<file path="src/sv/rpma_pkg.sv">
// shared types and constants for the rms / phase meter accumulator
// no dependencies; imported by rpma_regs and rms_phase_meter_accumulator
package rpma_pkg;

  localparam int SAMPLE_BITS = 12;
  // deviation width covers both the sample and the 12-bit zero level
  localparam int DEV_W      = (SAMPLE_BITS > 12) ? SAMPLE_BITS : 12;
  localparam int SQ_W       = 2 * DEV_W;
  localparam int S_TDATA_W  = ((2 * SAMPLE_BITS + 7) / 8) * 8;

  localparam int ACC_W      = 36;
  localparam int OFS_W      = 31;
  localparam int PHASE_W    = 30;
  localparam int XCNT_W     = 19;
  localparam int IDX_W      = 12;
  localparam int WCNT_W     = 6;
  localparam int TIME_W     = 17;
  localparam int M_TDATA_W  = 176;

  localparam int PADDR_W    = 5;
  localparam int PDATA_W    = 32;

  // register indexes (byte address is 4 * index)
  localparam logic [2:0] REG_CUR_ZERO  = 3'd0;
  localparam logic [2:0] REG_CUR_BAND  = 3'd1;
  localparam logic [2:0] REG_VOL_ZERO  = 3'd2;
  localparam logic [2:0] REG_VOL_BAND  = 3'd3;
  localparam logic [2:0] REG_WIN_LEN   = 3'd4;
  localparam logic [2:0] REG_WIN_PER   = 3'd5;
  localparam logic [2:0] REG_TIME_WRAP = 3'd6;

  typedef struct packed {
    logic [11:0] current_zero_level;
    logic [11:0] current_band_half;
    logic [11:0] voltage_zero_level;
    logic [11:0] voltage_band_half;
    logic [12:0] window_length;
    logic [6:0]  windows_per_report;
    logic [16:0] timestamp_wrap;
  } cfg_t;

  localparam cfg_t CFG_RESET = '{
    current_zero_level: 12'd1940,
    current_band_half:  12'd10,
    voltage_zero_level: 12'd2048,
    voltage_band_half:  12'd4,
    window_length:      13'd1000,
    windows_per_report: 7'd40,
    timestamp_wrap:     17'd86400
  };

endpackage

</file>
<file path="src/sv/rpma_regs.sv">
// apb configuration registers for the rms / phase meter accumulator
// depends on rpma_pkg
module rpma_regs (
  input  logic                        clk,
  input  logic                        rst,
  input  logic                        psel,
  input  logic                        penable,
  input  logic                        pwrite,
  input  logic [rpma_pkg::PADDR_W-1:0] paddr,
  input  logic [rpma_pkg::PDATA_W-1:0] pwdata,
  output logic [rpma_pkg::PDATA_W-1:0] prdata,
  output logic                        pready,
  output rpma_pkg::cfg_t              cfg
);
  import rpma_pkg::*;

  logic [2:0] reg_sel;
  logic       wr_en;

  assign pready  = 1'b1;
  assign reg_sel = paddr[4:2];
  assign wr_en   = psel && penable && pwrite && pready;

  always_ff @(posedge clk) begin
    if (rst) begin
      cfg <= CFG_RESET;
    end else if (wr_en) begin
      unique case (reg_sel)
        REG_CUR_ZERO:  cfg.current_zero_level <= pwdata[11:0];
        REG_CUR_BAND:  cfg.current_band_half  <= pwdata[11:0];
        REG_VOL_ZERO:  cfg.voltage_zero_level <= pwdata[11:0];
        REG_VOL_BAND:  cfg.voltage_band_half  <= pwdata[11:0];
        REG_WIN_LEN:   cfg.window_length      <= pwdata[12:0];
        REG_WIN_PER:   cfg.windows_per_report <= pwdata[6:0];
        REG_TIME_WRAP: cfg.timestamp_wrap     <= pwdata[16:0];
        default: ;
      endcase
    end
  end

  always_comb begin
    unique case (reg_sel)
      REG_CUR_ZERO:  prdata = PDATA_W'(cfg.current_zero_level);
      REG_CUR_BAND:  prdata = PDATA_W'(cfg.current_band_half);
      REG_VOL_ZERO:  prdata = PDATA_W'(cfg.voltage_zero_level);
      REG_VOL_BAND:  prdata = PDATA_W'(cfg.voltage_band_half);
      REG_WIN_LEN:   prdata = PDATA_W'(cfg.window_length);
      REG_WIN_PER:   prdata = PDATA_W'(cfg.windows_per_report);
      REG_TIME_WRAP: prdata = PDATA_W'(cfg.timestamp_wrap);
      default:       prdata = '0;
    endcase
  end

endmodule

</file>
<file path="src/sv/rms_phase_meter_accumulator.sv">
// top level of the rms / phase meter accumulator: input register, deviation, square and
// accumulate logic, result register; depends on rpma_pkg and rpma_regs
//
// channel   dir  handshake          payload
// s_*       in   s_tvalid/s_tready  tdata: current_sample, voltage_sample
// m_*       out  m_tvalid/m_tready  tdata: window sums and report fields; tlast: report_last
// apb       in   psel/penable       register writes and reads, pready tied high
//
// one sample pair per cycle unless a closing sample waits; a transfer loads the input
// register, from which the sample is folded into the sums or into the window result
// a sample that closes a window waits in the input register while the previous result
// is held by m_tready low, and s_tready drops; other samples keep flowing
// reset clears all accumulators, counters, crossing times and the timestamp
module rms_phase_meter_accumulator (
  input  logic                          clk,
  input  logic                          rst,
  input  logic                          s_tvalid,
  output logic                          s_tready,
  // [11:0] current_sample, [23:12] voltage_sample
  input  logic [rpma_pkg::S_TDATA_W-1:0] s_tdata,
  output logic                          m_tvalid,
  input  logic                          m_tready,
  // [35:0] voltage_sumsq, [71:36] current_sumsq, [77:72] window_index,
  // [94:78] report_time, [125:95] offset_sum, [155:126] phase_sum,
  // [174:156] crossing_count, [175] zero
  output logic [rpma_pkg::M_TDATA_W-1:0] m_tdata,
  output logic                          m_tlast,
  input  logic                          psel,
  input  logic                          penable,
  input  logic                          pwrite,
  input  logic [rpma_pkg::PADDR_W-1:0]   paddr,
  input  logic [rpma_pkg::PDATA_W-1:0]   pwdata,
  output logic [rpma_pkg::PDATA_W-1:0]   prdata,
  output logic                          pready
);
  import rpma_pkg::*;

  cfg_t cfg;

  rpma_regs u_regs (
    .clk     (clk),
    .rst     (rst),
    .psel    (psel),
    .penable (penable),
    .pwrite  (pwrite),
    .paddr   (paddr),
    .pwdata  (pwdata),
    .prdata  (prdata),
    .pready  (pready),
    .cfg     (cfg)
  );

  // input register
  logic                   in_valid;
  logic [SAMPLE_BITS-1:0] in_cur;
  logic [SAMPLE_BITS-1:0] in_vol;

  // running state
  logic [IDX_W-1:0]   sample_index;
  logic [WCNT_W-1:0]  window_count;
  logic [ACC_W-1:0]   voltage_acc;
  logic [ACC_W-1:0]   current_acc;
  logic [OFS_W-1:0]   offset_acc;
  logic [PHASE_W-1:0] phase_acc;
  logic [XCNT_W-1:0]  crossing_acc;
  logic [IDX_W-1:0]   voltage_cross_time;
  logic [IDX_W-1:0]   current_cross_time;
  logic [TIME_W-1:0]  time_count;

  logic in_free, in_go, emit, last;

  // deviations, band tests and squares
  logic [DEV_W-1:0] cur_ext, vol_ext, czero_ext, vzero_ext;
  logic [DEV_W-1:0] cdev, vdev;
  logic             vneg;
  logic             cband, vband;
  logic [SQ_W-1:0]  cur_sq, vol_sq;

  always_comb begin
    cur_ext   = DEV_W'(in_cur);
    vol_ext   = DEV_W'(in_vol);
    czero_ext = DEV_W'(cfg.current_zero_level);
    vzero_ext = DEV_W'(cfg.voltage_zero_level);
    cdev      = (cur_ext >= czero_ext) ? cur_ext - czero_ext : czero_ext - cur_ext;
    vneg      = vol_ext < vzero_ext;
    vdev      = vneg ? vzero_ext - vol_ext : vol_ext - vzero_ext;
    cband     = cdev <= DEV_W'(cfg.current_band_half);
    vband     = vdev <= DEV_W'(cfg.voltage_band_half);
    cur_sq    = SQ_W'(cdev) * SQ_W'(cdev);
    vol_sq    = SQ_W'(vdev) * SQ_W'(vdev);
  end

  // window and report limits, clamped
  logic [12:0] wlen;
  logic [6:0]  wpr;
  logic [12:0] idx_inc;
  logic [6:0]  wcnt_inc;
  logic [17:0] time_inc;

  always_comb begin
    if (cfg.window_length == 13'd0) begin
      wlen = 13'd1;
    end else if (cfg.window_length > 13'd4096) begin
      wlen = 13'd4096;
    end else begin
      wlen = cfg.window_length;
    end
    if (cfg.windows_per_report == 7'd0) begin
      wpr = 7'd1;
    end else if (cfg.windows_per_report > 7'd64) begin
      wpr = 7'd64;
    end else begin
      wpr = cfg.windows_per_report;
    end
    idx_inc  = 13'(sample_index) + 13'd1;
    wcnt_inc = 7'(window_count) + 7'd1;
    time_inc = 18'(time_count) + 18'd1;
    emit     = idx_inc >= wlen;
    last     = wcnt_inc >= wpr;
  end

  // handshake: only a window-closing sample waits on the result register
  assign in_go    = in_valid && (!emit || !m_tvalid || m_tready);
  assign in_free  = !in_valid || in_go;
  assign s_tready = in_free;

  // accumulate
  logic [IDX_W-1:0]   vct_next, cct_next, xt_diff;
  logic [ACC_W-1:0]   vacc_next, cacc_next;
  logic [OFS_W-1:0]   ofs_next;
  logic [PHASE_W-1:0] phase_next;
  logic [XCNT_W-1:0]  xcnt_next;
  logic [TIME_W-1:0]  time_next;

  always_comb begin
    cct_next   = cband ? sample_index : current_cross_time;
    vct_next   = vband ? sample_index : voltage_cross_time;
    xt_diff    = (vct_next >= cct_next) ? vct_next - cct_next : cct_next - vct_next;
    vacc_next  = voltage_acc + ACC_W'(vol_sq);
    cacc_next  = current_acc + ACC_W'(cur_sq);
    ofs_next   = vneg ? offset_acc - OFS_W'(vdev) : offset_acc + OFS_W'(vdev);
    phase_next = phase_acc + PHASE_W'(xt_diff);
    xcnt_next  = vband ? crossing_acc + XCNT_W'(1) : crossing_acc;
    time_next  = (time_inc >= 18'(cfg.timestamp_wrap)) ? '0 : time_inc[TIME_W-1:0];
  end

  always_ff @(posedge clk) begin
    if (rst) begin
      in_valid <= 1'b0;
    end else if (in_free) begin
      in_valid <= s_tvalid;
    end
  end

  always_ff @(posedge clk) begin
    if (in_free && s_tvalid) begin
      in_cur <= s_tdata[SAMPLE_BITS-1:0];
      in_vol <= s_tdata[2*SAMPLE_BITS-1:SAMPLE_BITS];
    end
  end

  always_ff @(posedge clk) begin
    if (rst) begin
      sample_index       <= '0;
      window_count       <= '0;
      voltage_acc        <= '0;
      current_acc        <= '0;
      offset_acc         <= '0;
      phase_acc          <= '0;
      crossing_acc       <= '0;
      voltage_cross_time <= '0;
      current_cross_time <= '0;
      time_count         <= '0;
      m_tvalid           <= 1'b0;
    end else begin
      if (in_go && emit) begin
        m_tvalid <= 1'b1;
      end else if (m_tready) begin
        m_tvalid <= 1'b0;
      end
      if (in_go) begin
        current_cross_time <= cct_next;
        voltage_cross_time <= vct_next;
        if (!emit) begin
          sample_index <= idx_inc[IDX_W-1:0];
          voltage_acc  <= vacc_next;
          current_acc  <= cacc_next;
          offset_acc   <= ofs_next;
          phase_acc    <= phase_next;
          crossing_acc <= xcnt_next;
        end else begin
          sample_index <= '0;
          voltage_acc  <= '0;
          current_acc  <= '0;
          if (!last) begin
            window_count <= wcnt_inc[WCNT_W-1:0];
            offset_acc   <= ofs_next;
            phase_acc    <= phase_next;
            crossing_acc <= xcnt_next;
          end else begin
            window_count <= '0;
            time_count   <= time_next;
            offset_acc   <= '0;
            phase_acc    <= '0;
            crossing_acc <= '0;
          end
        end
      end
    end
  end

  // result register payload
  always_ff @(posedge clk) begin
    if (in_go && emit) begin
      m_tdata[35:0]   <= vacc_next;
      m_tdata[71:36]  <= cacc_next;
      m_tdata[77:72]  <= window_count;
      m_tdata[175]    <= 1'b0;
      m_tlast         <= last;
      if (last) begin
        m_tdata[94:78]   <= time_next;
        m_tdata[125:95]  <= ofs_next;
        m_tdata[155:126] <= phase_next;
        m_tdata[174:156] <= xcnt_next;
      end else begin
        m_tdata[174:78]  <= '0;
      end
    end
  end

endmodule
</file>
<file path="config.mk">
export PLATFORM = sky130hd
export DESIGN_NAME = rms_phase_meter_accumulator
export DESIGN_NICKNAME = d
export VERILOG_FILES = /design/src/sv/rpma_pkg.sv /design/src/sv/rpma_regs.sv /design/src/sv/rms_phase_meter_accumulator.sv
export SDC_FILE = /design/constraint.sdc
export NUM_CORES = 2
export LEC_CHECK = 0
export BUFFER_PORTS_ARGS = -buffer_cell sky130_fd_sc_hd__buf_2
export CAP_MARGIN = 20
export CORE_AREA = 4 4 304 306
export CTS_CLUSTER_DIAMETER = 80
export DETAILED_ROUTE_END_ITERATION = 7
export DIE_AREA = 0 0 308 310
export GPL_TIMING_DRIVEN = 0
export SETUP_SLACK_MARGIN = 0.1
export SKIP_CTS_REPAIR_TIMING = 1
export SYNTH_ARGS = -nofsm -noshare
export SYNTH_HDL_FRONTEND = slang
export SYNTH_HIERARCHICAL = 1
export SYNTH_SLANG_ARGS = --single-unit
</file>
<file path="constraint.sdc">
create_clock -name clk -period 26.4 [get_ports clk]
set_input_delay 2.64 -clock clk [delete_from_list [all_inputs] [get_ports clk]]
set_output_delay 2.64 -clock clk [all_outputs]
set_load 0.01 [all_outputs]
</file>
==> results.yml <==
outcome:
  outcome: "finished, final reports clean"
critical_path:
  critPathMaxFanout: 10
  path_buf_inv: 9
  r2r_start: "cur_ext[0]"
  cp.arrival_ps: 13490
  max_stage_delay_ps: 690
  cp_slowest_cell: "xnor2_1"
  cp_common_cell: "clkbuf_1"
  reg2regPathDepth: 45
  reg2reg_slack_ps: 13360
  r2r_end: "m_tdata[155]"
  critPathCaptureType: "flop"
  cp_top_family: "compound AO/OA/AOI/OAI gates"
  worstSetupStartpointType: "flop"
  crit_required_ps: 26840
  worstSetupPathType: "flop to flop"
route:
  ant_nets: 0
  drc: 0
  dr.pass1.iters: 6
  wire_per_inst_um: 20.4
  drt-total-wl_um: 109000
  drt-initial-drc-count: 2242
  routed_via_density: 5.36
  vias: 28698
placement:
  place_congestion: 0.972
  dp_slack_ps: 13580
  port_buffers: 245
  dp_hpwl_um: 85600
timing:
  period_needed_ps: 13040
  setup_slack_ps: 13360
  fin_crit_sh: 0.494
  slew_headroom: 0.287
  max_freq_ghz: 0.0767
  final-setup-viol-count: 0
  finalSetupTns_ps: 0
  fin_worst_skew_ps: 91.0
  tightestPinTransition_ps: 1070
  slew_viol_final: 0
  hold_violations: 0
  rsz0062_at_grt: "false"
synthesis:
  yosys.area.top_type: "edfxtp_1"
  synth_cell_type_count: 89
  synth-seq-area-share: 0.335
  synth_cells: 3801
  yosysWarnings: 6
  yosysTopAreaCellShare: 0.168
  ys_top_cells_by_area: "edfxtp_1 (17%), dfxtp_1 (17%), fa_1 (12%), ha_1 (11%), nor2_1 (4.5%)"
  avgSynthCellArea_um2: 9.40
  synth_most_common_cell: "nor2_1"
  synth_common_cells: "nor2_1 (431), inv_1 (384), ha_1 (303)"
  synth_area_um2: 35700
  synth-seq-cells: 498
  ys_async_sr_fraction: 0
  synth_edf_count: 200
  synth-main-ff-cell: "dfxtp_1"
floorplanning:
  initial_core_util: 0.399
  core_area_um2: 89600
  dieArea_um2: 95500
  die_width_um: 308
  rows: 110
  num_io_pins: 280
  die_h_um: 310
clock_network:
  cts_tree: "yes"
  clk_latency_ps: 700
  path_clk_slew_ps: 60
  h-tree-depth: 2
  numCtsBuffers: 59
  ctsRootBufferMaster: "clkbuf_16"
  cts.path.max_buffers: 3
  cts.sinks: 498
global_route:
  grt_pass1_vias: 27567
  grt_pass1_wl_um: 165000
  grt_max_degree: 120
  antenna_found_initial: 10
  track_usage: 0.224
  grt.overflow.total: 0
cells_and_area:
  num-nets-final: 4705
  area.growth.synth_to_final_pct: 14.0
  fillers: 8622
  post_route_cells_drive_above_1_share: 0.109
worst_hold_path:
  hp-class: "flop to flop"
  whs_endpoint: "voltage_cross_time[11]"
  min_from: "voltage_cross_time[11]"
  hold_path_depth: 2
run:
  cap_violations: 0
[registers in the layout (all words and copies together) (netlist names)]
name / cells
m_tdata: 175
phase_acc: 30
current_cross_time: 12
in_valid: 1
voltage_cross_time: 12
crossing_acc: 19
in_vol: 12
current_acc: 36
voltage_acc: 36
m_tvalid: 1
time_count: 17
m_tlast: 1
cur_ext: 12
offset_acc: 31
window_count: 6
u_regs/cfg: 85
sample_index: 12
[metrics by stage]
stage / hold WS (ps) / area [µm²] / utilization / instances
floorplan: 432 / 35800 / - / 3815
global placement: 443 / 38500 / 0.430 / 5236
detailed placement: 447 / 38600 / 0.431 / 5239
CTS: 456 / 40700 / 0.454 / 5351
global route: 479 / 40700 / 0.455 / 5356
finish: 454 / 40700 / 0.455 / 5359
[cells in the final DEF, fill, tap and decap left out, types with 39 or more instances in the layout]
cell       Yosys  routed
buf_2         20     266
and3_1        60      60
nand3_1       81      81
nand2b_1      94      94
nor3_1        60      60
dfxtp_1      298     298
ha_1         303     303
o21ai_0      134     134
a21oi_1      234     233
edfxtp_1     200     200
inv_1        384     384
a21o_1        81      81
a211oi_1      41      41
xnor2_1      132     132
mux2i_1      125     125
xor2_1        69      69
fa_1         206     206
nand2_1      196     196
a22oi_1       74      74
and2_1        39      39
nor2_1       431     431
clkbuf_16      0      60
clkbuf_1     130     132
[worst register-to-register path, delay by kind of cell (launching register included)]
kind,cells,cell delay [ps]
buf+inv,9,3470
mux,2,830
simple gates,13,2060
flops,1,450
fa+ha+maj,4,1230
xor+xnor,2,990
compound gates,15,3780
[area by class of cell]
class | count | area [µm²] | area share
sequential | 498 | 12000 | 0.294
antenna | 4 | 10.0 | 0.000246
timing repair buffer | 252 | 1320 | 0.0325
inverter | 389 | 1470 | 0.0360
clock buffer | 70 | 1610 | 0.0396
buffer | 187 | 871 | 0.0214
multi-input combinational | 2741 | 21500 | 0.528
tap | 1176 | 1470 | 0.0361
clock inverter | 42 | 505 | 0.0124
[logic make-up after synthesis]
group,share of synthesized area
buffers and inverters,0.0652
muxes,0.0397
AOI/OAI and AO/OA,0.143
other,0.000315
adders and majority gates,0.221
xor gates and xnor gates,0.0511
and+or+nand+nor,0.144
DFF,0.335
[how the worst max path moves through the flow]
stage	from	to	slack, ps	cells past startpoint
final	cur_ext[0]	m_tdata[155]	13360	45
after global routing	cur_ext[0]	m_tdata[154]	12390	45
after CTS	cur_ext[0]	m_tdata[155]	13570	45
after detailed placement	cur_ext[0]	m_tdata[155]	13580	45
after global placement	cur_ext[0]	m_tdata[155]	13520	44
after floorplan	cur_ext[0]	m_tdata[155]	16640	46
[per-layer routing]
layer | track usage | wire, µm | vias to the layer above | part of all wire
met5 | 0 | 34 | - | 0.00031
met3 | 0.0419 | 7920 | 182 | 0.072
met1 | 0.314 | 49600 | 13774 | 0.45
met2 | 0.353 | 47900 | 978 | 0.44
li1 | - | - | 13758 | -
met4 | 0.0711 | 3830 | 6 | 0.035
Power is not shown: default switching activity piles up to over one toggle a cycle in this logic, so the estimate is an artifact.
